[src/design/cpl_power_lane.sv]
// One motor lane of the power estimate: magnitude of current and |I*rpm|.
// Uses cpl_pkg nothing; plain registered multiply.
module cpl_power_lane (
  input  logic               clk,
  input  logic               en,
  input  logic signed [15:0] current,
  input  logic signed [15:0] speed,
  output logic [15:0]        mag,
  output logic               neg,
  output logic [30:0]        prod
);

  logic [15:0] cmag;
  logic [15:0] smag;

  assign cmag = current[15] ? 16'(-current) : 16'(current);
  assign smag = speed[15] ? 16'(-speed) : 16'(speed);

  always_ff @(posedge clk) begin
    if (en) begin
      mag  <= cmag;
      neg  <= current[15];
      prod <= 31'(32'(cmag) * 32'(smag));
    end
  end

endmodule

[config.mk]
export PLATFORM = sky130hd
export DESIGN_NAME = cpl_power_lane
export DESIGN_NICKNAME = d
export VERILOG_FILES = /design/src/design/cpl_power_lane.sv
export SDC_FILE = /design/constraint.sdc
export NUM_CORES = 1
export LEC_CHECK = 0
export BUFFER_PORTS_ARGS = -buffer_cell sky130_fd_sc_hd__buf_2
export CORE_ASPECT_RATIO = 0.5
export CORE_MARGIN = 10
export CORE_UTILIZATION = 50
export DETAILED_ROUTE_END_ITERATION = 12
export GPL_TIMING_DRIVEN = 0
export MAX_ROUTING_LAYER = met4
export PLACE_DENSITY = 0.68
export SYNTH_ARGS = -nofsm -noshare
export SYNTH_HDL_FRONTEND = slang
export SYNTH_SLANG_ARGS = --single-unit
[constraint.sdc]
create_clock -name clk -period 14.1 [get_ports clk]
set_input_delay 0.705 -clock clk [delete_from_list [all_inputs] [get_ports clk]]
set_output_delay 0.705 -clock clk [all_outputs]
set_load 0.05 [all_outputs]
==> flow_summary.toml, run 1 <==
[floorplanning]
dieArea_mm2 = 0.0273
rows = 37
dieHeight_um = 122
start_util = 0.507
die_w_um = 224
core_area_mm2 = 0.0205
pin_count = 82

[final_layout]
n_fill_cell = 1845
layout_commonest_cell = "inv_1"
post_route_cells_drive_above_1_share = 0.0846
regArea_mm2 = 0.00144
finalNetCount = 1545
area_growth_pct = 8.98
post-route-cell-area_mm2 = 0.0113
layout_common_cells = "inv_1 (242), fa_1 (193), nand2_1 (151), nor2_1 (126), ha_1 (102)"
multi_input_area_mm2 = 0.00792

[synth]
synth_cells = 1130
seq_area_frac_synth = 0.139
synth_edf_count = 48
synth.top_cell.area_share = 0.372
syn_area_per_cell_um2 = 9.20
yosysTopAreaCell = "fa_1"
ys_async_sr_fraction = 0
synth.area.top_cells = "fa_1 (37%), edfxtp_1 (14%), ha_1 (12%)"
yosysUniqueCellTypes = 55
syn_area_mm2 = 0.0104
synth_ff_type = "edfxtp_1"
yosysWarningCount = 0
synth_fp_nets = 1459
synth-seq-cells = 48

[setup_path]
end_kind = "register"
path_class = "in -> reg"
crit_fanout = 10
cp.arrival_ns = 9.37
critPathLaunchType = "input pin"
startpoint = "current[0]"
required_ns = 14.20

[grt]
grt_pass1_wl_um = 43800
antenna_found_initial = 1
gr-total-overflow = 0
grtUsageTotal = 0.211
grt_max_degree = 49
grt_pass1_vias = 8336

[timing]
tightest_slew_ns = 1.23
rsz0062_at_grt = "no"
finalCritPeriodShare = 0.658
slew_violations = 0
slew_headroom = 0.181
fin_setup_tns_ns = 0
period_minus_slack_ns = 9.27
clock.fmax_mhz = 108
final-hold-violation-count = 0
finalSetupViolCount = 0

[routing]
vias = 7986
drc = 0
via_per_inst = 5.36
wl_per_cell_um = 18.1
antenna_left = 0
drt_first_pass_iters = 6
drtIter0Drc = 509
routed_wl_um = 27000

[clock_network]
cts_setup_buffers = 0
cts_resized = 0
root_buffer = "clkbuf_16"
cts_max_path_buffers = 2
postCtsHoldBufs = 0
htreeDepth = 2
cts_tree = "yes"
path_clk_slew_ns = 0.07
cts_sinks = 48
cts_inserted_buffers = 5

[min_path]
holdPathStages = 1
min_from = "current[15]"
min_to = "neg"
hp-class = "in -> reg"

[placed_design]
gp_congestion = 0.995
placed_area_mm2 = 0.0111
io_buffers = 79
dp_hpwl_um = 22600

[job]
max_cap_violations = 0

[run_status]
status = "completed"
cell usage after synthesis (2+ instances only):
master,count
o41ai_1,5
or4_1,2
o21ai_0,26
inv_1,242
o31a_1,2
or3_1,2
or4b_1,2
nand4_1,4
and2_1,10
clkbuf_1,24
nor2_1,126
xnor2_1,39
o41ai_2,2
o21bai_1,6
buf_2,3
nor3_1,4
nor2b_1,5
ha_1,102
a31o_2,3
o31ai_1,5
nand2_1,151
xor2_1,24
a21oi_1,23
o211ai_1,4
a21o_1,9
and3_1,3
a211oi_1,7
edfxtp_1,48
clkinv_1,4
and4_1,2
nand3_1,6
fa_1,193
nand2b_1,16
o21a_1,4
nor4_1,2
sequential cells by signal, indices dropped and copies added, names as in the netlist:
name  count
prod     31
mag      16
neg       1
worst max-delay path, stage by stage:
cell	delay [ns]
buf_2	0.17
inv_1	0.14
clkbuf_1	0.48
ha_1	0.32
nand3_1	0.15
o31a_1	0.29
xnor2_1	0.69
inv_1	0.14
clkbuf_1	0.38
nand2_1	0.19
fa_1	0.47
fa_1	0.54
inv_1	0.05
fa_1	0.49
fa_1	0.51
fa_1	0.49
inv_1	0.05
fa_1	0.47
inv_1	0.04
ha_1	0.26
clkbuf_1	0.28
nand3_1	0.15
nor2_1	0.26
o211ai_1	0.32
a211oi_1	0.74
nor2_1	0.16
o311ai_0	0.41
stage by stage:
step	cells	hold slack (ns)	util	worst slack, ns
floorplan	1130	0.804	-	6.89
global route	1491	0.665	0.552	4.33
finish	1491	0.678	0.552	4.83
CTS	1490	0.657	0.552	4.89
detailed placement	1482	0.993	0.543	4.63
global placement	1482	0.990	0.543	4.64
cells by family (layout without fill, tap and decap cells):
logic type / count (synthesis) / after routing / share of synthesized area
simple gates: 346 / 346 / 0.147
fa+ha+maj: 295 / 295 / 0.494
buf+inv: 274 / 361 / 0.0993
compound gates: 103 / 103 / 0.0661
xor+xnor: 63 / 63 / 0.0531
flops: 48 / 48 / 0.139
mux: 1 / 1 / 0.000963
other cells: 0 / 1 / 0
worst max-delay path by stage:
stage | end | slack [ns] | cells after the start
floorplan | prod[23] | 6.89 | 25
global placement | prod[23] | 4.64 | 27
detailed placement | prod[23] | 4.63 | 27
CTS | prod[23] | 4.89 | 27
global route | prod[23] | 4.33 | 27
finish | prod[23] | 4.83 | 27
layer usage:
layer	share of wire	GRT usage
met3	0.079	0.0451
met4	0.017	0.0515
met2	0.47	0.334
met1	0.43	0.274
met5	0	-
cell type report:
type,instances,area share
buffer,27,0.00928
tap,273,0.0302
timing repair buffer,79,0.0349
antenna,1,0.000221
clock inverter,3,0.00607
inverter,247,0.0818
sequential,48,0.127
clock buffer,5,0.0110
multi-input combinational,808,0.699
Power of run 1 is left out: the tool's default activity adds up to more than one toggle a clock period on the data nets, which glitch-free logic cannot reach.
==> run 2, diff against run 1 <==
clock period = 8.6 ns   (was 14.1 ns; I/O delays follow)
==> run 2 against run 1 <==
Effect of this change:
- critical path depth decreased by 1
- clock-buffer cell count unchanged
- via count about the same
- largest cell class unchanged
- utilization increased by 0.51 points
- sequential share of layout area decreased by 0.12 points
- non-clock buffer count increased by 1
- die area unchanged
- first-iteration DRC count decreased by 5.9%
- cell count about the same
- flip-flop and latch count unchanged
- hold slack got worse by 0.28 ns
- setup slack got worse by 4.4 ns
==> flow_summary.toml, run 2 (synthesized netlist as in run 1, its figures left out) <==
[run_status]
status = "completed"

[clock_network]
postCtsHoldBufs = 0
cts_max_path_buffers = 2
htreeDepth = 2
cts_tree = "yes"
path_clk_slew_ns = 0.07
cts_inserted_buffers = 5
root_buffer = "clkbuf_16"
cts_sinks = 48

[floorplanning]
dieHeight_um = 122
start_util = 0.507
dieArea_mm2 = 0.0273
pin_count = 82
die_w_um = 224
core_area_mm2 = 0.0205
rows = 37

[grt]
grt_util_met1 = 0.274
grt-busiest-layer = "met2"
grtUsageMet2 = 0.332
grt_pass1_wl_um = 43800
grt_use_met3 = 0.0449
grtUsageTotal = 0.211
antenna_found_initial = 1
gr-total-overflow = 0
grt_max_degree = 49
grt_pass1_vias = 8342

[routing]
antenna_left = 0
via_per_inst = 5.35
routed_wl_um = 27100
vias = 7988
drt_first_pass_iters = 6
drtIter0Drc = 479
drc = 0
wl_per_cell_um = 18.2

[placed_design]
dpl_worst_slack_ns = -0.594
dp_cells = 1482
dp_hpwl_um = 22600
gp_congestion = 0.995
io_buffers = 79

[final_layout]
largestRegisters = "prod x31, mag x16, neg x1"
final_cells = 1492
area_growth_pct = 9.98
layout_common_cells = "inv_1 (241), fa_1 (193), nand2_1 (151), nor2_1 (126), ha_1 (102)"
layout_commonest_cell = "inv_1"
largest_reg_flops = 31
top_register = "prod"
finalNetCount = 1546
n_fill_cell = 1829
post_route_cells_drive_above_1_share = 0.0985

[timing]
slew_violations = 0
finalSetupViolCount = 0
tightest_slew_ns = 1.24
period_minus_slack_ns = 8.15
slew_headroom = 0.172
final-hold-violation-count = 0
clock.fmax_mhz = 123
finalWorstSetupSlack_ns = 0.455
finalCritPeriodShare = 0.947
fin_setup_tns_ns = 0
hold_slack_ns = 0.398

[setup_path]
slowest_stage = "clkbuf_1"
path_class = "in -> reg"
crit_buf_inv = 8
crit_fanout = 10
end_kind = "register"
cp.arrival_ns = 8.24
critPathLaunchType = "input pin"
required_ns = 8.70
critPathMaxStageDelay_ns = 0.65
critPathTopFamily = "adder cells"
crit_top_cell = "fa_1"

[min_path]
hp-class = "in -> reg"
min_to = "neg"
holdPathStages = 1
min_from = "current[15]"

[job]
max_cap_violations = 0
-- run 2: changes by cell type in the layout (fill, tap and decap cells not counted), moves of 4 or more --
| cell | previous run | this run |
|---|---|---|
| xnor2_2 | 0 | 5 |
| xor2_1 | 24 | 19 |
| xnor2_1 | 39 | 34 |
| buf_4 | 0 | 4 |
| clkbuf_1 | 24 | 20 |
| xor2_2 | 0 | 5 |
-- run 2: final cells by class --
type | count | area [µm²] | area share
Timing Repair Buffer | 83 | 425 | 0.0372
Multi-Input combinational cell | 808 | 8000 | 0.700
Inverter | 247 | 931 | 0.0814
Clock inverter | 3 | 68.8 | 0.00602
Sequential cell | 48 | 1440 | 0.126
Tap cell | 273 | 342 | 0.0299
Clock buffer | 5 | 125 | 0.0109
Buffer | 24 | 95.1 | 0.00832
Antenna cell | 1 | 2.50 | 0.000219
-- run 2: metal layers --
layer  part of all wire  up-vias
met5                  0        -
met4              0.018        0
met3              0.079       29
met2               0.47      241
met1               0.43     4060
li1                   -     3658
-- run 2: what timing repair did --
action | in CTS | in global routing
buffers inserted | 0 | 4
resized for setup | 2 | 13
setup endpoints to repair | 6 | 12
-- run 2: how the worst max path moves through the flow --
| stage | startpoint | to | slack (ns) | cells after the start |
|---|---|---|---|---|
| 6_report | speed[0] | prod[23] | 0.45 | 26 |
| 5_1_grt | speed[0] | prod[23] | -0.07 | 26 |
| 4_1_cts | current[0] | prod[30] | 0.01 | 27 |
| 3_5_place_dp | current[0] | prod[23] | -0.59 | 27 |
| 3_3_place_gp | current[0] | prod[23] | -0.58 | 27 |
| 2_1_floorplan | current[0] | prod[23] | 1.67 | 25 |
-- run 2: per-stage QoR --
step | util | instance area [µm²]
after CTS | 0.553 | 11300
after floorplan | - | 10400
after global placement | 0.543 | 11100
final | 0.557 | 11400
after global routing | 0.557 | 11400
after detailed placement | 0.543 | 11100
Power of run 2 is left out for the same reason.
==> run 3, diff against run 2 <==
PLACE_DENSITY = 0.65   (was 0.68)
==> run 3 against run 2 <==
Effect of this change:
- first-iteration DRC count fell by 2.9%
- utilization fell by 0.54 points
- sequential share of layout area rose by 0.12 points
- die area did not move
- global-route usage rose by 0.17 points
- hold slack improved by 0.012 ns
- cell count fell by 0.34%
- non-clock buffer count fell by 4
- clock-buffer cell count rose by 1
- flip-flop and latch count did not move
- largest cell class unchanged
==> flow_summary.toml, run 3 (synthesized netlist as in run 1, its figures left out) <==
[floorplanning]
die_w_um = 224
dieArea_mm2 = 0.0273
pin_count = 82
start_util = 0.507
core_area_mm2 = 0.0205
dieHeight_um = 122
rows = 37

[final_layout]
final_cells = 1487
post_route_cells_drive_above_1_share = 0.0906
layout_commonest_cell = "inv_1"
finalNetCount = 1542
layout_common_cells = "inv_1 (242), fa_1 (193), nand2_1 (151), nor2_1 (126), ha_1 (102)"
largest_reg_flops = 31
antenna_cells = 0
area_growth_pct = 8.91
largestRegisters = "prod x31, mag x16, neg x1"
final_core_util = 0.552
top_register = "prod"
n_fill_cell = 1905

[clock_network]
cts_max_path_buffers = 2
path_clk_slew_ns = 0.08
postCtsHoldBufs = 0
cts_sinks = 48
htreeDepth = 2
cts_tree = "yes"
root_buffer = "clkbuf_16"
cts_inserted_buffers = 5

[job]
max_cap_violations = 0

[grt]
grt_pass1_vias = 8296
grt_pass1_wl_um = 44100
grtUsageTotal = 0.213
antenna_found_initial = 1
grtUsageMet2 = 0.340
grt_use_met3 = 0.0595
gr-total-overflow = 0
grt_util_met1 = 0.268
grt-busiest-layer = "met2"
grt_max_degree = 49

[setup_path]
end_kind = "register"
crit_chain = "buf_2 -> inv_1 -> ha_1 -> nand2b_1 -> xor2_1 -> clkinv_1 -> nand2_1 -> fa_1 -> fa_1 -> inv_1 -> fa_1 -> fa_1 -> fa_1 -> inv_1 -> fa_1 -> inv_1 -> ha_1 -> clkbuf_1 -> nand3_1 -> nor2_1 -> o211ai_1 -> a211oi_4 -> nor2_1 -> o311ai_0"
crit_buf_inv = 7
cp_num_cells = 24
startpoint = "current[0]"
required_ns = 8.71
crit_fanout = 12
critPathMaxStageDelay_ns = 0.77
cp.arrival_ns = 8.13
critPathLaunchType = "input pin"
crit_top_cell = "fa_1"
path_class = "in -> reg"
critPathTopFamily = "adder cells"
slowest_stage = "xor2_1"

[routing]
wl_per_cell_um = 18.3
routed_wl_um = 27200
drc = 0
drtIter0Drc = 465
via_per_inst = 5.35
drt_first_pass_iters = 5
antenna_left = 0
vias = 7962

[timing]
finalWorstSetupSlack_ns = 0.587
rsz0062_at_grt = "no"
clock.fmax_mhz = 125
tightest_slew_ns = 1.25
slew_violations = 0
slew_headroom = 0.163
finalSetupViolCount = 0
final-hold-violation-count = 0
finalCritPeriodShare = 0.932
period_minus_slack_ns = 8.01

[placed_design]
gp_congestion = 0.961
dp_cells = 1482
dpl_worst_slack_ns = -0.507
io_buffers = 79
dp_hpwl_um = 22700

[min_path]
holdPathStages = 1
min_from = "current[15]"
hp-class = "in -> reg"

[run_status]
status = "completed"
==> run 3: cell count changes in the layout (fill, tap and decap cells not counted), moves of 2 or more <==
cell	before	now
xor2_2	5	2
bufinv_16	2	0
xor2_1	19	22
buf_4	4	0
==> run 3: metrics by stage <==
step	setup TNS [ns]	hold WS (ns)	area [µm²]
floorplan	0	0.529	10400
global placement	-3.00	0.721	11100
detailed placement	-2.86	0.733	11100
CTS	0	0.388	11300
global route	0	0.402	11300
finish	0	0.411	11300
==> run 3: final timing paths <==
check	to	slack, ns
setup / recovery	prod[23]	0.59
hold / removal	neg	0.41
==> run 3: timing repair <==
action / 4_1_cts / 5_1_grt
buffers inserted: 0 / 0
resized for setup: 2 / 11
pin swaps: 0 / 0
setup endpoints to repair: 6 / 11
==> run 3: area by class of cell <==
type | instances | area [µm²] | share of cell area
clock inverters | 2 | 11.3 | 0.000995
plain buffers | 24 | 96.3 | 0.00851
well taps | 273 | 342 | 0.0302
flip-flops and latches | 48 | 1440 | 0.127
clock buffers | 6 | 129 | 0.0114
multi-input cells | 808 | 7980 | 0.705
inverters | 247 | 927 | 0.0819
repair buffers | 79 | 395 | 0.0349
==> run 3: routing by layer <==
layer	wire length, µm	vias up	part of all wire
li1	-	3644	-
met1	11600	4033	0.43
met2	13000	259	0.48
met3	2270	26	0.083
met4	334	0	0.012
met5	0	-	0
Power of run 3 is left out for the same reason.
