===== src/design/cpl_pkg.sv =====
// Package for the chassis power limiter: payload structs, constants and
// the drive-mode multiplier function. No dependencies.
package cpl_pkg;

  localparam int NumMotorsDef = 4;
  localparam int MaxMotors    = 4;
  localparam int QBits        = 16;
  localparam int PowW         = 23;
  localparam int LimW         = 16;
  localparam int NumStages    = 23;
  localparam logic [21:0] KpQ40   = 22'd3079732;
  localparam logic [20:0] Recip10 = 21'd1677722;
  localparam logic [17:0] Unity   = 18'd65536;
  localparam logic [15:0] CurSat  = 16'd16384;
  localparam logic [18:0] PwrMax  = 19'd524287;
  localparam logic [14:0] BoostMv = 15'd14000;

  localparam logic [1:0] RegThresh = 2'd0;
  localparam logic [1:0] RegLevel  = 2'd1;
  localparam logic [1:0] RegPlim   = 2'd2;

  localparam logic [1:0] ModeSpin   = 2'd1;
  localparam logic [1:0] ModeFollow = 2'd2;

  typedef struct packed {
    logic signed [15:0] current_0;
    logic signed [15:0] current_1;
    logic signed [15:0] current_2;
    logic signed [15:0] current_3;
    logic signed [15:0] speed_0;
    logic signed [15:0] speed_1;
    logic signed [15:0] speed_2;
    logic signed [15:0] speed_3;
    logic [8:0]         buffer_energy;
    logic [14:0]        cap_millivolts;
    logic [1:0]         drive_mode;
    logic [2:0]         request_flags;
  } in_t;

  typedef struct packed {
    logic signed [15:0] out_current_0;
    logic signed [15:0] out_current_1;
    logic signed [15:0] out_current_2;
    logic signed [15:0] out_current_3;
    logic               power_route;
    logic               was_scaled;
    logic [17:0]        scale_factor;
    logic [18:0]        power_estimate;
  } out_t;

  typedef struct packed {
    logic [MaxMotors-1:0][15:0] mag;
    logic [MaxMotors-1:0]       neg;
    logic [LimW-1:0]            limit_q8;
    logic                       route;
    logic [4:0]                 mult;
    logic [PowW-1:0]            power;
    logic                       scaled;
  } side_t;

  function automatic logic [4:0] mode_mult(input logic [1:0] mode, input logic still,
                                           input logic [7:0] p);
    logic [4:0] m;
    m = 5'd10;
    if (mode == ModeSpin && still) begin
      if (p < 8'd90 && p > 8'd65) m = 5'd12;
      else if (p > 8'd90) m = 5'd15;
    end else if (mode == ModeSpin) begin
      if (p < 8'd90 && p > 8'd58) m = 5'd13;
      else if (p > 8'd90) m = 5'd17;
    end else if (mode == ModeFollow) begin
      if (p < 8'd90 && p > 8'd58) m = 5'd12;
      else if (p > 8'd90) m = 5'd15;
    end
    return m;
  endfunction

endpackage


===== src/design/cpl_div.sv =====
// Pipelined restoring divider, one quotient bit per stage.
// Uses cpl_pkg for widths.
module cpl_div (
  input  logic                        clk,
  input  logic [cpl_pkg::QBits-1:0]   en,
  input  logic [cpl_pkg::PowW-1:0]    rem_in,
  input  logic [cpl_pkg::PowW-1:0]    den_in,
  output logic [cpl_pkg::QBits-1:0]   quot
);

  localparam int W = cpl_pkg::PowW;
  localparam int Q = cpl_pkg::QBits;

  logic [W-1:0] r [Q];
  logic [W-1:0] d [Q];
  logic [Q-1:0] q [Q];

  genvar j;
  generate
    for (j = 0; j < Q; j++) begin : g_st
      logic [W-1:0] rp;
      logic [W-1:0] dp;
      logic [Q-1:0] qp;
      logic [W:0]   sh;
      logic         ge;
      if (j == 0) begin : g_first
        assign rp = rem_in;
        assign dp = den_in;
        assign qp = '0;
      end else begin : g_next
        assign rp = r[j-1];
        assign dp = d[j-1];
        assign qp = q[j-1];
      end
      assign sh = {rp, 1'b0};
      assign ge = sh >= {1'b0, dp};
      always_ff @(posedge clk) begin
        if (en[j]) begin
          r[j] <= ge ? W'(sh - {1'b0, dp}) : W'(sh);
          d[j] <= dp;
          q[j] <= {qp[Q-2:0], ge};
        end
      end
    end
  endgenerate

  assign quot = q[Q-1];

endmodule


===== config.mk =====
export PLATFORM = sky130hd
export DESIGN_NAME = cpl_div
export DESIGN_NICKNAME = d
export VERILOG_FILES = /design/src/design/cpl_pkg.sv /design/src/design/cpl_div.sv
export SDC_FILE = /design/constraint.sdc
export NUM_CORES = 1
export LEC_CHECK = 0
export ABC_AREA = 1
export ABC_CLOCK_PERIOD_IN_PS = 1900
export BUFFER_PORTS_ARGS = -buffer_cell sky130_fd_sc_hd__buf_4
export CORE_ASPECT_RATIO = 1.1
export CORE_MARGIN = 5
export CORE_UTILIZATION = 32
export CTS_CLUSTER_SIZE = 40
export DETAILED_ROUTE_END_ITERATION = 10
export GPL_ROUTABILITY_DRIVEN = 0
export PLACE_DENSITY = 0.45
export SYNTH_ARGS = -nofsm -noshare
export SYNTH_HDL_FRONTEND = slang
export SYNTH_SLANG_ARGS = --single-unit

===== constraint.sdc =====
create_clock -name clk -period 1.9 [get_ports clk]
set_input_delay 0.095 -clock clk [delete_from_list [all_inputs] [get_ports clk]]
set_output_delay 0.095 -clock clk [all_outputs]
set_load 0.005 [all_outputs]

==> run summary, run 1 <==
CTS clk-pin slew, worst paths -> 0.06 ns
clock root buffer master -> clkbuf_16
Starting Density -> 32.3%
Area contributors post-synth -> edfxtp_1, nand2_1, inv_1, ha_1, nand3_1
routed via count -> 54400
die height -> 454 um
clk sinks -> 826
CP max-delay cell -> edfxtp_1
Crit. End Element -> register
cell taking the most area after synthesis -> edfxtp_1
first-pass GRT wire length -> 284 mm
setup violators final -> 336
Hold Path Origin -> den_in[20]
vias in the first global route -> 52200
Final Non-Filler Cells -> 12200
cells along the critical path -> buf_6, fa_2, nand2_2, nand2_2, nand3_2, nand2_4, nand2_4, nand4_4, clkbuf_16, nand2_1, o21ai_1
post-synthesis cell count -> 7581
CTS tree -> built
Die Footprint -> 188000 um2
Routed wire per std cell -> 15.3 um
Crit path required time -> 2.37 ns
Yosys Warn Count -> 0
Buf/Inv on CP -> 2
worst r2r src -> r[1][23]
# IOs -> 79
Lkg Pwr -> 43.7 nW
slowest cell delay on critical path -> 0.46 ns
Setup crit start -> r[1][23]
Die Width -> 413 um
final setup margin -> -0.336 ns
FFs w/ async S/R, synth -> 0%
final core utilization -> 48.8%
GRT overflow -> 0
Max Fclk -> 447 MHz
largest net degree at the start of global routing -> 54
fin crit share -> 118%
number of enable flip-flop cells after synthesis -> 826
most common cell in the netlist -> nand2_1
# DRC -> 0
number of port buffers -> 78
worst vdd ir -> 0.890 mV
RSZ-0062 raised after global routing -> true
Worst Clk Skew -> 0.0449 ns
GRT Overall Usage -> 19.1%
initial antenna violation count -> 0
filler cell count -> 17300
PD cells -> 1500 nW/um2
Placed Cells -> 11600
actual slew at the worst max-slew pin -> 0.730 ns
max_cap viols -> 0
Routed Antenna Nets -> 0
Main synth FF type -> edfxtp_1
critical path type -> reg -> reg
synthesized cell area -> 57300 um2
routed vias/inst -> 4.47
CTS Buffer Depth -> 3
area of the multi-input gates -> 31500 um2
delay-heaviest family, CP -> simple AND/OR/NAND/NOR gates
DRT Pass-1 Iters -> 5
TritonCTS Buffers -> 98
Min-Delay Path Class -> in -> reg
layout cells sized above 1 -> 34.8%
Avg Cell Area, Syn -> 7.55 um2
Worst Setup Start Kind -> register
clock latency on the worst-skew pair -> 0.74 ns
status -> complete, but fails checks
initial drt markers -> 3399
max-slew violation count -> 0
core area -> 178000 um2
Post-synth top cells -> nand2_1, inv_1, edfxtp_1
CTS HTree Levels -> 3
min cycle time layout -> 2.24 ns
HPWL after DPL -> 145 mm
Unique masters post-synth -> 32
Crit path arrival time -> 2.71 ns
syn nets -> 8026
sequential cell area -> 24800 um2
final hold vios -> 0
# rows -> 162
failing checks -> negative setup slack
sequential area share after synthesis -> 43.3%
worst-path fanout max -> 15
Area Overhead vs Synth -> 51.2%
Rel. slew slack -> 51.3%
final net count -> 10200
overall routed net length -> 187 mm
area share of the largest cell type after synthesis -> 43.3%
flops & latches, synth -> 826
-- cells in the final DEF, fill, tap and decap left out, types with 34 or more instances in the layout --
master and instances:
ha_4 215, nand3_1 315, inv_2 121, buf_4 1945
o21ai_1 101, nand2_4 103, clkbuf_16 107, a21oi_1 128
edfxtp_1 826, inv_1 1582, dlygate4sd3_1 62, ha_1 142
nand4_1 249, nor2_4 70, nor2_1 306, a21oi_2 34
nor2_2 99, nand2_2 298, buf_6 55, nand3_2 92
o21ai_2 51, xor2_1 144, nand2_1 2352, nand3b_1 85
buf_12 47
-- power breakdown --
group          internal, mW  switching, mW
sequential             26.8           3.83
clock                  12.0           8.09
combinational          38.4           41.2
-- per-layer routing --
metal	up-vias	wire length, um	track usage (%)
met5	-	0	0
met4	0	4370	4.94
met3	203	7550	2.11
met2	969	88500	32.6
met1	25100	86100	26.0
li1	28200	-	-
-- repair_timing --
item	4_1_cts	5_1_grt
gates resized for setup	725	591
setup endpoints to repair	336	356
setup buffers	197	160
hold endpoints to repair	873	0
hold buffers	62	0
pin swaps	275	207
gates cloned	18	14
-- path summary, 6_finish.rpt --
kind               to  slack [ns]  depth (start not counted)
min          d[0][20]        0.09                          2
max          r[1][60]       -0.34                         11
max reg2reg  r[1][60]       -0.34                         11
min reg2reg   q[1][8]        0.40                          0
-- logic make-up (layout without fill, tap and decap cells) --
| logic type | Yosys count | count (layout) | share of synthesized area [%] |
|---|---|---|---|
| AO/OA/AOI/OAI | 345 | 345 | 3.04 |
| other | 0 | 1 | 0 |
| flip-flops | 826 | 826 | 43.3 |
| adder cells (fa/ha/maj) | 382 | 382 | 8.54 |
| XOR/XNOR | 146 | 146 | 2.23 |
| AND/OR/NAND/NOR | 4083 | 4084 | 30.4 |
| buffers and inverters | 1799 | 4021 | 12.4 |
-- cell type report --
type / instances / area share [%]
clock buffers: 110 / 2.88
clock inverters: 67 / 1.06
inverters: 1705 / 7.39
well taps: 2378 / 3.44
repair buffers: 2139 / 20.1
flip-flops and latches: 826 / 28.7
multi-input cells: 4957 / 36.4
diodes: 1 / 0.00289
-- state kept, by name, summed over array words and instances (netlist names) --
| register | count |
|---|---|
| d | 345 |
| q | 136 |
| r | 345 |
-- per-stage QoR --
step | setup slack, ns | area, um2 | power (mW) | TNS [ns] | hold slack [ns]
4_1_cts | -0.292 | 82600 | 124 | -63.14 | 0.00686
2_1_floorplan | -0.000390 | 57900 | 64.8 | -0.000390 | 0.194
6_report | -0.336 | 86600 | 130 | -75.01 | 0.0939
3_3_place_gp | -0.427 | 73500 | 94.3 | -90.95 | 0.287
5_1_grt | -0.447 | 86600 | 141 | -107.90 | 0.0590
3_5_place_dp | -0.419 | 73500 | 94.7 | -93.26 | 0.287
No activity file was read; power rests on OpenSTA's default activity.
==> run 2: changes to the inputs <==
--- a/config.mk
+++ b/config.mk
@@ -10,11 +10,11 @@
 export BUFFER_PORTS_ARGS = -buffer_cell sky130_fd_sc_hd__buf_4
 export CORE_ASPECT_RATIO = 1.1
 export CORE_MARGIN = 5
-export CORE_UTILIZATION = 32
+export CORE_UTILIZATION = 30
 export CTS_CLUSTER_SIZE = 40
 export DETAILED_ROUTE_END_ITERATION = 10
 export GPL_ROUTABILITY_DRIVEN = 0
-export PLACE_DENSITY = 0.45
+export PLACE_DENSITY = 0.42
 export SYNTH_ARGS = -nofsm -noshare
 export SYNTH_HDL_FRONTEND = slang
 export SYNTH_SLANG_ARGS = --single-unit
==> run 2 against run 1 <==
The flow still finishes with violations (negative setup slack). Largest cell class unchanged. Final cell count up 2.0%. Power rose by 5.9%. Sequential power about the same. Utilization down 1.2 points. Critical endpoint is now r[0][123].
==> run summary, run 2 (same netlist as run 1, synthesis figures left out) <==
status -> complete, but fails checks
failing checks -> negative setup slack
# rows -> 168 (+3.7%)
Crit path top cell by count -> nand2_2
critical path type -> reg -> reg
DRT Pass-1 Iters -> 6 (+1)
clock group share of total power -> 14.8% (-0.6 points)
actual slew at the worst max-slew pin -> 0.656 ns (-0.0743 ns)
Crit. End Element -> register
CP max-delay cell -> edfxtp_1
final core utilization -> 47.5% (-1.2 points)
GRT Overall Usage -> 18.3% (-0.81 points)
first-pass GRT wire length -> 289 mm (+1.9%)
Starting Density -> 30.1% (-2.1 points)
PD cells -> 1530 nW/um2 (+1.4%)
TritonCTS Buffers -> 101 (+3.1%)
slowest cell delay on critical path -> 0.48 ns (+0.02 ns)
Routed Antenna Nets -> 0 (unchanged)
HPWL after DPL -> 149 mm (+2.6%)
fin crit share -> 116% (-1.4 points)
routed vias/inst -> 4.41 (-1.3%)
Total Power -> 138 mW (+5.9%)
worst r2r dst -> r[0][123]
RSZ-0062 raised after global routing -> true
setup violators final -> 335 (-0.30%)
Die Width -> 427 um (+3.2%)
Area Overhead vs Synth -> 57.9%
CTS tree -> built
die height -> 468 um (+3.2%)
max-slew violation count -> 0 (unchanged)
Die Footprint -> 200000 um2 (+6.5%)
Crit path required time -> 2.36 ns (about the same)
most frequent cells in the layout -> nand2_1, buf_4, inv_1, edfxtp_1, nand2_2
layout cells sized above 1 -> 41.0% (+6.2 points)
routed via count -> 54700 (+0.60%)
P_int -> 80.9 mW (+4.8%)
initial antenna violation count -> 0 (unchanged)
largest net degree at the start of global routing -> 58 (+7.4%)
final setup margin -> -0.310 ns (+0.0264 ns)
Comb power frac -> 62.8% (+1.7 points)
worst-path fanout max -> 6 (-9)
Cells on Worst Hold Path -> 2 (unchanged)
worst reg2reg path depth -> 11 (unchanged)
Buf/Inv on CP -> 3 (+1)
min cycle time layout -> 2.21 ns (-0.0264 ns)
Hold Path Origin -> den_in[21]
worst vdd ir -> 0.979 mV (+10%)
switching power total -> 57.1 mW (+7.5%)
clk sinks -> 826 (unchanged)
core area -> 190000 um2 (+7.1%)
Final Non-Filler Cells -> 12400 (+2.0%)
Worst Setup Start Kind -> register
Crit path arrival time -> 2.67 ns (-0.04 ns)
delay-heaviest family, CP -> simple AND/OR/NAND/NOR gates
Worst Clk Skew -> 0.0769 ns (+0.0321 ns)
initial drt markers -> 2990 (-12%)
Lkg Pwr -> 44.8 nW (+2.6%)
CTS HTree Levels -> 3 (unchanged)
CTS clk-pin slew, worst paths -> 0.06 ns (about the same)
number of port buffers -> 78 (unchanged)
FF-to-FF setup slack -> -0.31 ns (+0.03 ns)
Hold Path Sink -> d[0][21]
clock root buffer master -> clkbuf_16
# DRC -> 0 (unchanged)
# IOs -> 79 (unchanged)
Routed wire per std cell -> 15.6 um (+2.0%)
Rel. slew slack -> 56.3% (+5.0 points)
Min-Delay Path Class -> in -> reg
sequential share of power -> 22.4% (-1.1 points)
max_cap viols -> 0 (unchanged)
clock latency on the worst-skew pair -> 0.77 ns (+0.03 ns)
CTS Buffer Depth -> 3 (unchanged)
Max Fclk -> 453 MHz (+1.2%)
GRT overflow -> 0 (unchanged)
Placed Cells -> 11800 (+1.6%)
Net Sw Frac -> 41.4% (+0.62 points)
worst r2r src -> r[0][110]
vias in the first global route -> 52400 (+0.32%)
final net count -> 10200 (+0.59%)
Post-Place Worst Slack -> -0.504 ns (-0.0852 ns)
overall routed net length -> 194 mm (+4.0%)
most common cell after layout, fill and taps aside -> nand2_1
final hold vios -> 0 (unchanged)
cells along the critical path -> ha_4, nand2_2, inv_1, nand2_1, nand2_2, a21oi_4, nand4_4, buf_12, buf_12, nand2_2, o21ai_4
Hold WS -> 0.0737 ns (-0.0202 ns)
largest registers -> d: 345 flops, r: 345 flops, q: 136 flops
==> run 2: changes by cell type in the layout (fill, tap and decap cells not counted), sizes merged <==
cell	change
clkinvlp	+4
and2	-1
clkinv	+9
buf	+50
dlygate4sd3	+2
clkbuf	+7
bufinv	-2
==> run 2: stage by stage <==
| stage | TNS (ns) | cell area [um2] |
|---|---|---|
| floorplan | -0.000390 | 57900 |
| global route | -92.85 | 90400 |
| CTS | -70.66 | 82100 |
| global placement | -95.21 | 73800 |
| detailed placement | -96.82 | 73800 |
| finish | -65.93 | 90400 |
==> run 2: cell type report <==
| cell class | count | area [um2] |
|---|---|---|
| antenna | 1 | 2.50 |
| clock buffer | 111 | 2560 |
| clock inverter | 78 | 993 |
| fill | 18500 | 99800 |
| inverter | 1705 | 6400 |
| multi-input combinational | 4956 | 34300 |
| sequential | 826 | 24800 |
| tap | 2550 | 3190 |
| timing repair buffer | 2197 | 18100 |
==> run 2: worst max-delay path by stage <==
| stage | startpoint | endpoint | depth (start not counted) |
|---|---|---|---|
| floorplan | r[0][170] | r[1][22] | 12 |
| global placement | d[0][24] | r[0][48] | 12 |
| detailed placement | d[0][24] | r[0][54] | 12 |
| CTS | r[1][69] | r[1][106] | 10 |
| global route | r[1][27] | r[1][56] | 10 |
| finish | r[0][110] | r[0][123] | 11 |
==> run 2: worst reg2reg max path, delay by kind of cell (launching register included) <==
kind | cells | cell delay, ns
simple gates | 5 | 0.50
flops | 1 | 0.48
buf+inv | 3 | 0.41
fa+ha+maj | 1 | 0.30
compound gates | 2 | 0.27
==> run 2: power groups by stage <==
stage / clock network, mW / logic [mW] / registers, mW
after floorplan: 0 / 36.1 / 28.8
after global placement: 0 / 64.1 / 30.6
after detailed placement: 0 / 64.5 / 30.6
after CTS: 21.2 / 71.4 / 30.6
after global routing: 22.0 / 95.3 / 31.3
final: 20.5 / 86.7 / 30.9
==> run 2: repair_timing <==
item | 4_1_cts | 5_1_grt
pin swaps | 214 | 586
hold buffers | 64 | 0
buffers inserted | 149 | 250
hold endpoints to repair | 862 | 0
gates resized for setup | 540 | 1536
gates cloned | 16 | 18
endpoints found under the setup margin | 336 | 341
==> run 2: routing by layer <==
metal	wire [um]	part of all wire (%)	vias to the layer above	global-route usage [%]
met1	87900	45	25500	24.4
met4	3990	2.1	0	4.47
met5	0	0	-	0
met2	95400	49	807	31.8
li1	-	-	28300	-
met3	6680	3.4	198	2.05
