===== config.mk =====
export PLATFORM = sky130hd
export DESIGN_NAME = cpl_scale_lane
export DESIGN_NICKNAME = d
export VERILOG_FILES = /design/src/design/cpl_pkg.sv /design/src/design/cpl_scale_lane.sv
export SDC_FILE = /design/constraint.sdc
export NUM_CORES = 1
export LEC_CHECK = 0
export BUFFER_PORTS_ARGS = -buffer_cell sky130_fd_sc_hd__buf_2
export CAP_MARGIN = 20
export CELL_PAD_IN_SITES_DETAIL_PLACEMENT = 0
export CELL_PAD_IN_SITES_GLOBAL_PLACEMENT = 1
export CORE_ASPECT_RATIO = 1.4
export CORE_UTILIZATION = 33
export CTS_CLUSTER_DIAMETER = 200
export DETAILED_ROUTE_END_ITERATION = 16
export PLACE_DENSITY_LB_ADDON = 0.1
export SETUP_SLACK_MARGIN = 0.02
export SKIP_CTS_REPAIR_TIMING = 1
export SYNTH_ARGS = -nofsm -noshare
export SYNTH_HDL_FRONTEND = slang
export SYNTH_SLANG_ARGS = --single-unit

===== constraint.sdc =====
create_clock -name clk -period 16.6 [get_ports clk]
set_clock_uncertainty 0.15 [all_clocks]
set_input_delay 1.66 -clock clk [delete_from_list [all_inputs] [get_ports clk]]
set_output_delay 1.66 -clock clk [all_outputs]
set_load 0.02 [all_outputs]

===== src/design/cpl_pkg.sv =====
// Package for the chassis power limiter: payload structs, constants and
// the drive-mode multiplier function. No dependencies.
package cpl_pkg;

  localparam int NumMotorsDef = 4;
  localparam int MaxMotors    = 4;
  localparam int QBits        = 16;
  localparam int PowW         = 23;
  localparam int LimW         = 16;
  localparam int NumStages    = 23;
  localparam logic [21:0] KpQ40   = 22'd3079732;
  localparam logic [20:0] Recip10 = 21'd1677722;
  localparam logic [17:0] Unity   = 18'd65536;
  localparam logic [15:0] CurSat  = 16'd16384;
  localparam logic [18:0] PwrMax  = 19'd524287;
  localparam logic [14:0] BoostMv = 15'd14000;

  localparam logic [1:0] RegThresh = 2'd0;
  localparam logic [1:0] RegLevel  = 2'd1;
  localparam logic [1:0] RegPlim   = 2'd2;

  localparam logic [1:0] ModeSpin   = 2'd1;
  localparam logic [1:0] ModeFollow = 2'd2;

  typedef struct packed {
    logic signed [15:0] current_0;
    logic signed [15:0] current_1;
    logic signed [15:0] current_2;
    logic signed [15:0] current_3;
    logic signed [15:0] speed_0;
    logic signed [15:0] speed_1;
    logic signed [15:0] speed_2;
    logic signed [15:0] speed_3;
    logic [8:0]         buffer_energy;
    logic [14:0]        cap_millivolts;
    logic [1:0]         drive_mode;
    logic [2:0]         request_flags;
  } in_t;

  typedef struct packed {
    logic signed [15:0] out_current_0;
    logic signed [15:0] out_current_1;
    logic signed [15:0] out_current_2;
    logic signed [15:0] out_current_3;
    logic               power_route;
    logic               was_scaled;
    logic [17:0]        scale_factor;
    logic [18:0]        power_estimate;
  } out_t;

  typedef struct packed {
    logic [MaxMotors-1:0][15:0] mag;
    logic [MaxMotors-1:0]       neg;
    logic [LimW-1:0]            limit_q8;
    logic                       route;
    logic [4:0]                 mult;
    logic [PowW-1:0]            power;
    logic                       scaled;
  } side_t;

  function automatic logic [4:0] mode_mult(input logic [1:0] mode, input logic still,
                                           input logic [7:0] p);
    logic [4:0] m;
    m = 5'd10;
    if (mode == ModeSpin && still) begin
      if (p < 8'd90 && p > 8'd65) m = 5'd12;
      else if (p > 8'd90) m = 5'd15;
    end else if (mode == ModeSpin) begin
      if (p < 8'd90 && p > 8'd58) m = 5'd13;
      else if (p > 8'd90) m = 5'd17;
    end else if (mode == ModeFollow) begin
      if (p < 8'd90 && p > 8'd58) m = 5'd12;
      else if (p > 8'd90) m = 5'd15;
    end
    return m;
  endfunction

endpackage


===== src/design/cpl_scale_lane.sv =====
// One motor lane of the output: |I| times factor, truncated, saturated, signed.
// Uses cpl_pkg for the saturation bound.
module cpl_scale_lane (
  input  logic               clk,
  input  logic               en,
  input  logic [15:0]        mag,
  input  logic               neg,
  input  logic [17:0]        factor,
  output logic signed [15:0] out_current
);

  logic [33:0] prod;
  logic [17:0] mg;
  logic [15:0] sat;

  assign prod = 34'(mag) * 34'(factor);
  assign mg   = prod[33:16];
  assign sat  = (mg > 18'(cpl_pkg::CurSat)) ? cpl_pkg::CurSat : mg[15:0];

  always_ff @(posedge clk) begin
    if (en) out_current <= neg ? signed'(16'(-sat)) : signed'(sat);
  end

endmodule


==> flow_summary_export.csv, run 1 <==
group,metric,value,unit
outcome,status,"finished clean",
sta,rsz0062_at_grt,"no",
die,design.core.area,30700,µm²
placed_design,dp_hpwl,23.9,mm
routing,vias,7780,
synth,yosys-top-cells-area,"fa_1 43%, ha_1 13%, inv_1 9.2%",
clocking,path_clk_slew,0.05,ns
placed_design,gp_congestion,0.788,
finish,fillers,3265,
synth,synth_cells,1178,
worst_hold_path,min_path_type,"in2reg",
sta,maxSlewViolCount,0,
die,start_util,33.6,%
setup_path,crit_type,"in2reg",
setup_path,worstPathArrival,10.01,ns
setup_path,critPathLaunch,"factor[10]",
global_routing,grt_pass1_vias,8596,
synth,yosysSeqAreaShare,4.66,%
finish,syn2layout_area_growth,6.14,%
finish,biggestRegsByFlops,"out_current (16)",
finish,fin_util,35.6,%
setup_path,start_kind,"input pin",
global_routing,grt_max_degree,19,
synth,yosysTopAreaCell,"fa_1",
synth,ys_seq_elements,16,
synth,synth_edf_count,16,
die,die_w,151,µm
routing,drcViolationCount,0,
global_routing,overflow,0,
sta,layout_setup_ws,6.44,ns
die,die_h,211,µm
sta,worstMarginPinSlew,0.856,ns
worst_hold_path,min_from,"en",
placed_design,place_ws,6.18,ns
synth,synthFlopType,"edfxtp_1",
synth,syn-cell-area,10300,µm²
synth,synthArstFlopShare,0,%
sta,period_share,61.2,%
synth,ys_types,61,
routing,wl,28.4,mm
setup_path,required,16.45,ns
routing,wire_per_inst,18.0,µm
routing,detail_route.vias_per_cell,4.94,
finish,drive_above_1_share,5.99,%
clocking,cts-htree-levels,1,
synth,ys_warn_count,0,
synth,synth_top_cell_area_share,42.9,%
global_routing,track_usage,19.0,%
die,dieArea,32000,µm²
finish,fin_nets,1549,
finish,regMostFlops,"out_current",
routing,drt_iter0_drc,196,
sta,setup_viol,0,
clocking,cts_tree,"yes",
synth,synth_fp_nets,1540,
global_routing,met2_usage,38.9,%
sta,setup_tns,0,ns
die,fp-row-count,76,
global_routing,grt_first_pass_wirelength,46.2,mm
synth,syn_area_per_cell,8.75,µm²
sta,fmax,98.4,MHz
global_routing,antenna_found_initial,0,
clocking,cts_sinks,16,
sta,slew_headroom,42.8,%
global_routing,use_met3,0.713,%
finish,largest_reg_flops,16,
flow_run,drv_cap,0,
sta,period_minus_slack,10.16,ns
routing,dr.pass1.iters,4,
clocking,cts_buffers,3,
global_routing,use_met1,21.5,%
die,ioPinCount,53,
global_routing,gr-max-usage-layer,"met2",
clocking,cts_buffer_depth,2,
worst_hold_path,hold_path_depth,1,
placed_design,port_buffers,52,
setup_path,worst-path-max-fanout,16,
worst_hold_path,hold_end,"out_current[15]",
setup_path,cp-end-kind,"flop",
finish,num_antenna_cells,0,
clocking,clockRootBuffer,"clkbuf_16",
routing,ant_nets,0,
sta,finalHoldViolations,0,
cells in the final DEF, fill, tap and decap left out, drive strengths merged, types with 14 or more instances in the layout:
master    n
inv     255
fa      221
nand2   192
and2    129
ha      104
buf      52
a21oi    28
o21ai    22
nor2     21
edfxtp   16
xnor2    14
area by class of cell:
class                   count  area (µm²)  area share [%]
well taps                 390         488            4.46
clock buffers               3        75.1           0.686
repair buffers             52         260            2.38
inverters                 255         957            8.74
flip-flops and latches     16         480            4.39
multi-input cells         859        8680            79.3
cell families (layout without fill, tap and decap cells):
family / after synthesis / count (layout) / synth area share [%]
flops: 16 / 16 / 4.66
compound gates: 104 / 104 / 6.96
fa+ha+maj: 325 / 325 / 55.5
buf+inv: 303 / 310 / 11.1
xor+xnor: 22 / 22 / 1.87
mux: 3 / 3 / 0.315
simple gates: 405 / 405 / 19.5
worst max path at each step:
stage / endpoint / slack, ns / depth (start not counted)
global route: out_current[14] / 5.88 / 26
global placement: out_current[14] / 6.26 / 25
finish: out_current[14] / 6.44 / 25
floorplan: out_current[14] / 6.95 / 29
detailed placement: out_current[14] / 6.18 / 25
CTS: out_current[14] / 6.42 / 25
synth_stat cells (all sizes together) (3+ instances only):
library cell and instances:
a211o 5, a21oi 28, a31o 5, and2 129
and3 4, buf 3, clkbuf 45, edfxtp 16
fa 221, ha 104, inv 255, nand2 192
nand3 11, nand3b 4, nand4 11, nor2 21
nor3 6, nor4 6, o2111ai 3, o211ai 8
o21ai 22, o21bai 4, o31ai 4, or2 5
or3 4, or4 4, xnor2 14, xor2 8
routing by layer:
layer,wire length [µm],vias to the layer above
met4,441,0
met5,0,-
li1,-,3624
met2,17000,79
met3,407,26
met1,10600,4051
worst max-delay path, stage by stage:
cell and delay [ns]:
buf_2 0.35, nand2_1 0.14, fa_1 0.52, fa_1 0.57, fa_1 0.45, fa_1 0.56
inv_1 0.06, fa_1 0.48, inv_1 0.05, fa_1 0.47, inv_1 0.05, ha_1 0.39
and4_1 0.27, nand2_1 0.06, or3_4 0.41, a211o_1 0.34, and3_1 0.25, a211o_1 0.32
or4_4 0.59, o41ai_4 0.78, nand3_1 0.25, ha_1 0.29, inv_1 0.15, nand2_1 0.22
mux2_2 0.33
through the flow:
stage | cells | hold WS [ns] | cell area (µm²)
detailed placement | 1572 | 1.96 | 10900
finish | 1575 | 1.70 | 10900
CTS | 1575 | 1.70 | 10900
global placement | 1572 | 1.96 | 10900
global route | 1575 | 1.72 | 10900
floorplan | 1178 | 1.62 | 10300
Power of run 1 is left out: the tool's default activity adds up to more than one toggle a clock period on the data nets, which glitch-free logic cannot reach.
==> inputs of run 2 (changes only) <==
--- a/config.mk
+++ b/config.mk
@@ -5,6 +5,7 @@
 export SDC_FILE = /design/constraint.sdc
 export NUM_CORES = 1
 export LEC_CHECK = 0
+export ABC_AREA = 1
 export BUFFER_PORTS_ARGS = -buffer_cell sky130_fd_sc_hd__buf_2
 export CAP_MARGIN = 20
 export CELL_PAD_IN_SITES_DETAIL_PLACEMENT = 0
==> constraint.sdc (replaced) <==
create_clock -name clk -period 8.2 [get_ports clk]
set_clock_uncertainty 0.15 [all_clocks]
set_input_delay 0.82 -clock clk [delete_from_list [all_inputs] [get_ports clk]]
set_output_delay 0.82 -clock clk [all_outputs]
set_load 0.02 [all_outputs]
==> flow_summary_export.csv, run 2 <==
group,metric,value,unit
outcome,status,"finished clean",
synth,yosys.area_share.simple,23.4,%
clocking,path_clk_slew,0.05,ns
placed_design,dp_hpwl,27.8,mm
clocking,cts_sinks,16,
die,die_h,221,µm
synth,synth-xor-area-share,0.929,%
synth,synthAdderAreaFrac,50.6,%
synth,ys_warn_count,0,
sta,setup_viol,0,
synth,synth_edf_count,16,
finish,regMostFlops,"out_current",
sta,finalHoldViolations,0,
die,design.core.area,33500,µm²
setup_path,start_kind,"input pin",
setup_path,cp_slowest_stage_delay,0.56,ns
sta,period_share,94.0,%
die,dieArea,35000,µm²
clocking,cts_buffer_depth,2,
worst_hold_path,min_path_type,"in2reg",
finish,largest_reg_flops,16,
setup_path,cp_common_cell,"nand2_1",
clocking,clockRootBuffer,"clkbuf_16",
synth,synth_compound_area_share,2.63,%
sta,setup_tns,0,ns
setup_path,crit_type,"in2reg",
routing,drcViolationCount,0,
sta,maxSlewViolCount,0,
global_routing,overflow,0,
global_routing,grt_max_degree,19,
finish,final_common_cell,"nand2_1",
synth,synthFlopType,"edfxtp_1",
worst_hold_path,hold_path_depth,1,
global_routing,grt_first_pass_wirelength,53.0,mm
setup_path,required,8.04,ns
sta,worstMarginPinSlew,0.502,ns
synth,syn_area_per_cell,7.06,µm²
worst_hold_path,hold_end,"out_current[10]",
synth,ys_types,37,
finish,drive_above_1_share,5.13,%
setup_path,cp-end-kind,"flop",
routing,dr.pass1.iters,7,
synth,synthArstFlopShare,0,%
flow_run,drv_cap,0,
routing,detail_route.vias_per_cell,4.49,
die,start_util,33.8,%
synth,synth_top_cell_area_share,39.1,%
synth,syn-cell-area,11300,µm²
synth,ys_seq_elements,16,
die,ioPinCount,53,
clocking,cts_buffers,3,
global_routing,antenna_found_initial,0,
sta,rsz0062_at_grt,"no",
synth,synth_cells,1603,
placed_design,port_buffers,52,
finish,syn2layout_area_growth,6.01,%
setup_path,cp_slowest_cell,"fa_1",
routing,drt_iter0_drc,341,
sta,fmax,130,MHz
clocking,cts-htree-levels,1,
synth,yosysTopAreaCell,"fa_1",
sta,slew_headroom,66.5,%
worst_hold_path,min_from,"en",
synth,yosys.cell_count.top_type,"nand2_1",
synth,synth_top_family_by_area,"adder cells",
clocking,cts_tree,"yes",
synth,synth_commonest_cells,"521 x nand2_1, 474 x inv_1, 221 x fa_1",
finish,biggestRegsByFlops,"out_current (16)",
routing,wl,31.4,mm
setup_path,worstPathArrival,7.54,ns
finish,fin_nets,1961,
setup_path,worst-path-max-fanout,18,
routing,wire_per_inst,15.4,µm
finish,num_antenna_cells,0,
synth,synth.area.mux_share,0,%
synth,synth_fp_nets,1965,
routing,ant_nets,0,
sta,period_minus_slack,7.71,ns
finish,final_cell_mix,"521 x nand2_1, 474 x inv_1, 221 x fa_1",
die,die_w,158,µm
placed_design,gp_congestion,0.809,
routing,vias,9165,
synth,yosys-top-cells-area,"fa_1 39%, nand2_1 17%, inv_1 16%",
die,fp-row-count,79,
global_routing,track_usage,19.4,%
global_routing,grt_pass1_vias,10223,
synth,yosysSeqAreaShare,4.25,%
run 2: layout make-up:
class	instances	area [µm²]
multi-input combinational	1043	8770
clock buffer	3	75.1
sequential	16	480
inverter	476	1790
tap	445	557
timing repair buffer	59	313
clock inverter	1	3.75
fill	3699	21500
run 2: stage by stage:
stage / setup slack (ns) / cell area, µm² / hold WS (ns) / cells / util (%)
3_3_place_gp: 0.112 / 11900 / 1.12 / 2039 / 35.5
2_1_floorplan: 0.944 / 11300 / 0.782 / 1603 / -
4_1_cts: 0.420 / 12000 / 0.863 / 2043 / 35.8
6_report: 0.495 / 12000 / 0.855 / 2043 / 35.8
5_1_grt: 0.0395 / 12000 / 0.870 / 2043 / 35.8
3_5_place_dp: 0.204 / 11900 / 1.12 / 2039 / 35.5
run 2: critical path: cells and delay by family:
family	cells	cell delay [ns]
adder cells (fa/ha/maj)	8	3.60
AND/OR/NAND/NOR	14	2.26
buffers and inverters	6	0.61
XOR/XNOR	2	0.24
run 2: worst max path at each step:
stage | from | endpoint | slack, ns | cells after the start
after floorplan | mag[7] | out_current[14] | 0.94 | 39
after global placement | factor[7] | out_current[14] | 0.11 | 33
after detailed placement | factor[7] | out_current[4] | 0.20 | 30
after CTS | factor[13] | out_current[4] | 0.42 | 30
after global routing | factor[7] | out_current[10] | 0.04 | 31
final | factor[7] | out_current[4] | 0.49 | 30
run 2: kinds of logic after synthesis:
| group | Yosys count |
|---|---|
| adders and majority gates | 325 |
| AOI/OAI and AO/OA | 49 |
| xor gates and xnor gates | 12 |
| DFF | 16 |
| buffers and inverters | 544 |
| and+or+nand+nor | 657 |
run 2: metal layers:
| metal | share of wire [%] | vias up | GRT usage, % |
|---|---|---|---|
| li1 | - | 4518 | - |
| met1 | 42 | 4529 | 23.3 |
| met2 | 56 | 89 | 38.2 |
| met3 | 1.3 | 29 | 0.411 |
| met4 | 1.1 | 0 | 2.45 |
| met5 | 0 | - | 0 |
Power of run 2 is left out for the same reason.
==> inputs of run 3 (changes only) <==
--- a/config.mk
+++ b/config.mk
@@ -11,6 +11,7 @@
 export CELL_PAD_IN_SITES_DETAIL_PLACEMENT = 0
 export CELL_PAD_IN_SITES_GLOBAL_PLACEMENT = 1
 export CORE_ASPECT_RATIO = 1.4
+export CORE_MARGIN = 1.5
 export CORE_UTILIZATION = 33
 export CTS_CLUSTER_DIAMETER = 200
 export DETAILED_ROUTE_END_ITERATION = 16
==> flow_summary_export.csv, run 3 (synthesis results as in run 2) <==
group,metric,value,unit
global_routing,antenna_found_initial,0,
routing,wire_per_inst,15.5,µm
placed_design,port_buffers,52,
clocking,cts_tree,"yes",
die,die_w,159,µm
worst_hold_path,min_path_type,"in2reg",
global_routing,grt_pass1_vias,10218,
clocking,clockRootBuffer,"clkbuf_16",
sta,setup_viol,0,
sta,maxSlewViolCount,0,
setup_path,cp-end-kind,"flop",
setup_path,worstPathArrival,7.58,ns
die,fp-row-count,80,
sta,setup_tns,0,ns
die,ioPinCount,53,
outcome,status,"finished clean",
clocking,cts-htree-levels,1,
die,design.core.area,33900,µm²
routing,drt_iter0_drc,391,
clocking,cts_sinks,16,
routing,ant_nets,0,
die,start_util,33.3,%
clocking,cts_buffer_depth,2,
clocking,path_clk_slew,0.05,ns
flow_run,drv_cap,0,
sta,finalHoldViolations,0,
global_routing,overflow,0,
setup_path,cp_slowest_stage_delay,0.56,ns
finish,biggestRegsByFlops,"out_current (16)",
global_routing,grt_first_pass_wirelength,54.5,mm
setup_path,cp_slowest_cell,"fa_1",
sta,period_share,94.4,%
routing,dr.pass1.iters,5,
placed_design,gp_congestion,0.808,
finish,largest_reg_flops,16,
sta,fmax,129,MHz
placed_design,place_area,11900,µm²
setup_path,crit_type,"in2reg",
finish,regMostFlops,"out_current",
finish,final_cell_mix,"521 x nand2_1, 474 x inv_1, 221 x fa_1",
finish,final_common_cell,"nand2_1",
finish,syn2layout_area_growth,6.03,%
setup_path,worst-path-max-fanout,18,
setup_path,crit_buf_inv,4,
routing,vias,9101,
sta,worstMarginPinSlew,0.500,ns
setup_path,start_kind,"input pin",
sta,rsz0062_at_grt,"no",
setup_path,crit_family,"adder cells",
finish,fin_nets,1960,
routing,drcViolationCount,0,
sta,period_minus_slack,7.74,ns
clocking,cts_buffers,3,
routing,wl,31.7,mm
placed_design,dp_hpwl,27.9,mm
routing,detail_route.vias_per_cell,4.44,
finish,design_area,12000,µm²
setup_path,cp_common_cell,"nand2_1",
global_routing,grt_max_degree,19,
die,die_h,222,µm
global_routing,track_usage,19.3,%
setup_path,required,8.04,ns
finish,drive_above_1_share,5.07,%
sta,slew_headroom,66.6,%
finish,num_antenna_cells,0,
die,dieArea,35400,µm²
finish,fillers,3748,
==> run 3: path summary, 6_finish.rpt <==
check	endpoint	cells after the start	slack [ns]	startpoint
setup / recovery	out_current[4]	30	0.46	mag[10]
hold / removal	out_current[13]	1	0.86	en
==> run 3: routing by layer <==
layer	wire (µm)	GRT usage (%)	vias to the layer above
met3	448	0.524	29
met2	17200	37.4	94
met1	13600	24.2	4456
met5	0	0	-
met4	431	2.37	0
li1	-	-	4522
==> run 3: final cells by class <==
class                      count  area, µm²  share of cell area [%]
clock buffer                   3       75.1                   0.626
inverter                     476       1790                    14.9
tap                          451        564                    4.71
timing repair buffer          58        308                    2.57
clock inverter                 1       3.75                  0.0313
sequential                    16        480                    4.01
multi-input combinational   1043       8770                    73.2
==> run 3: per-stage QoR <==
| step | util [%] | setup slack (ns) | std cells | hold WS, ns |
|---|---|---|---|---|
| global placement | 35.1 | 0.0988 | 2044 | 1.11 |
| global route | 35.3 | 0.0265 | 2048 | 0.874 |
| detailed placement | 35.1 | 0.162 | 2044 | 1.11 |
| finish | 35.3 | 0.459 | 2048 | 0.856 |
| CTS | 35.3 | 0.382 | 2048 | 0.857 |
| floorplan | - | 0.944 | 1603 | 0.782 |
Power of run 3 is left out for the same reason.
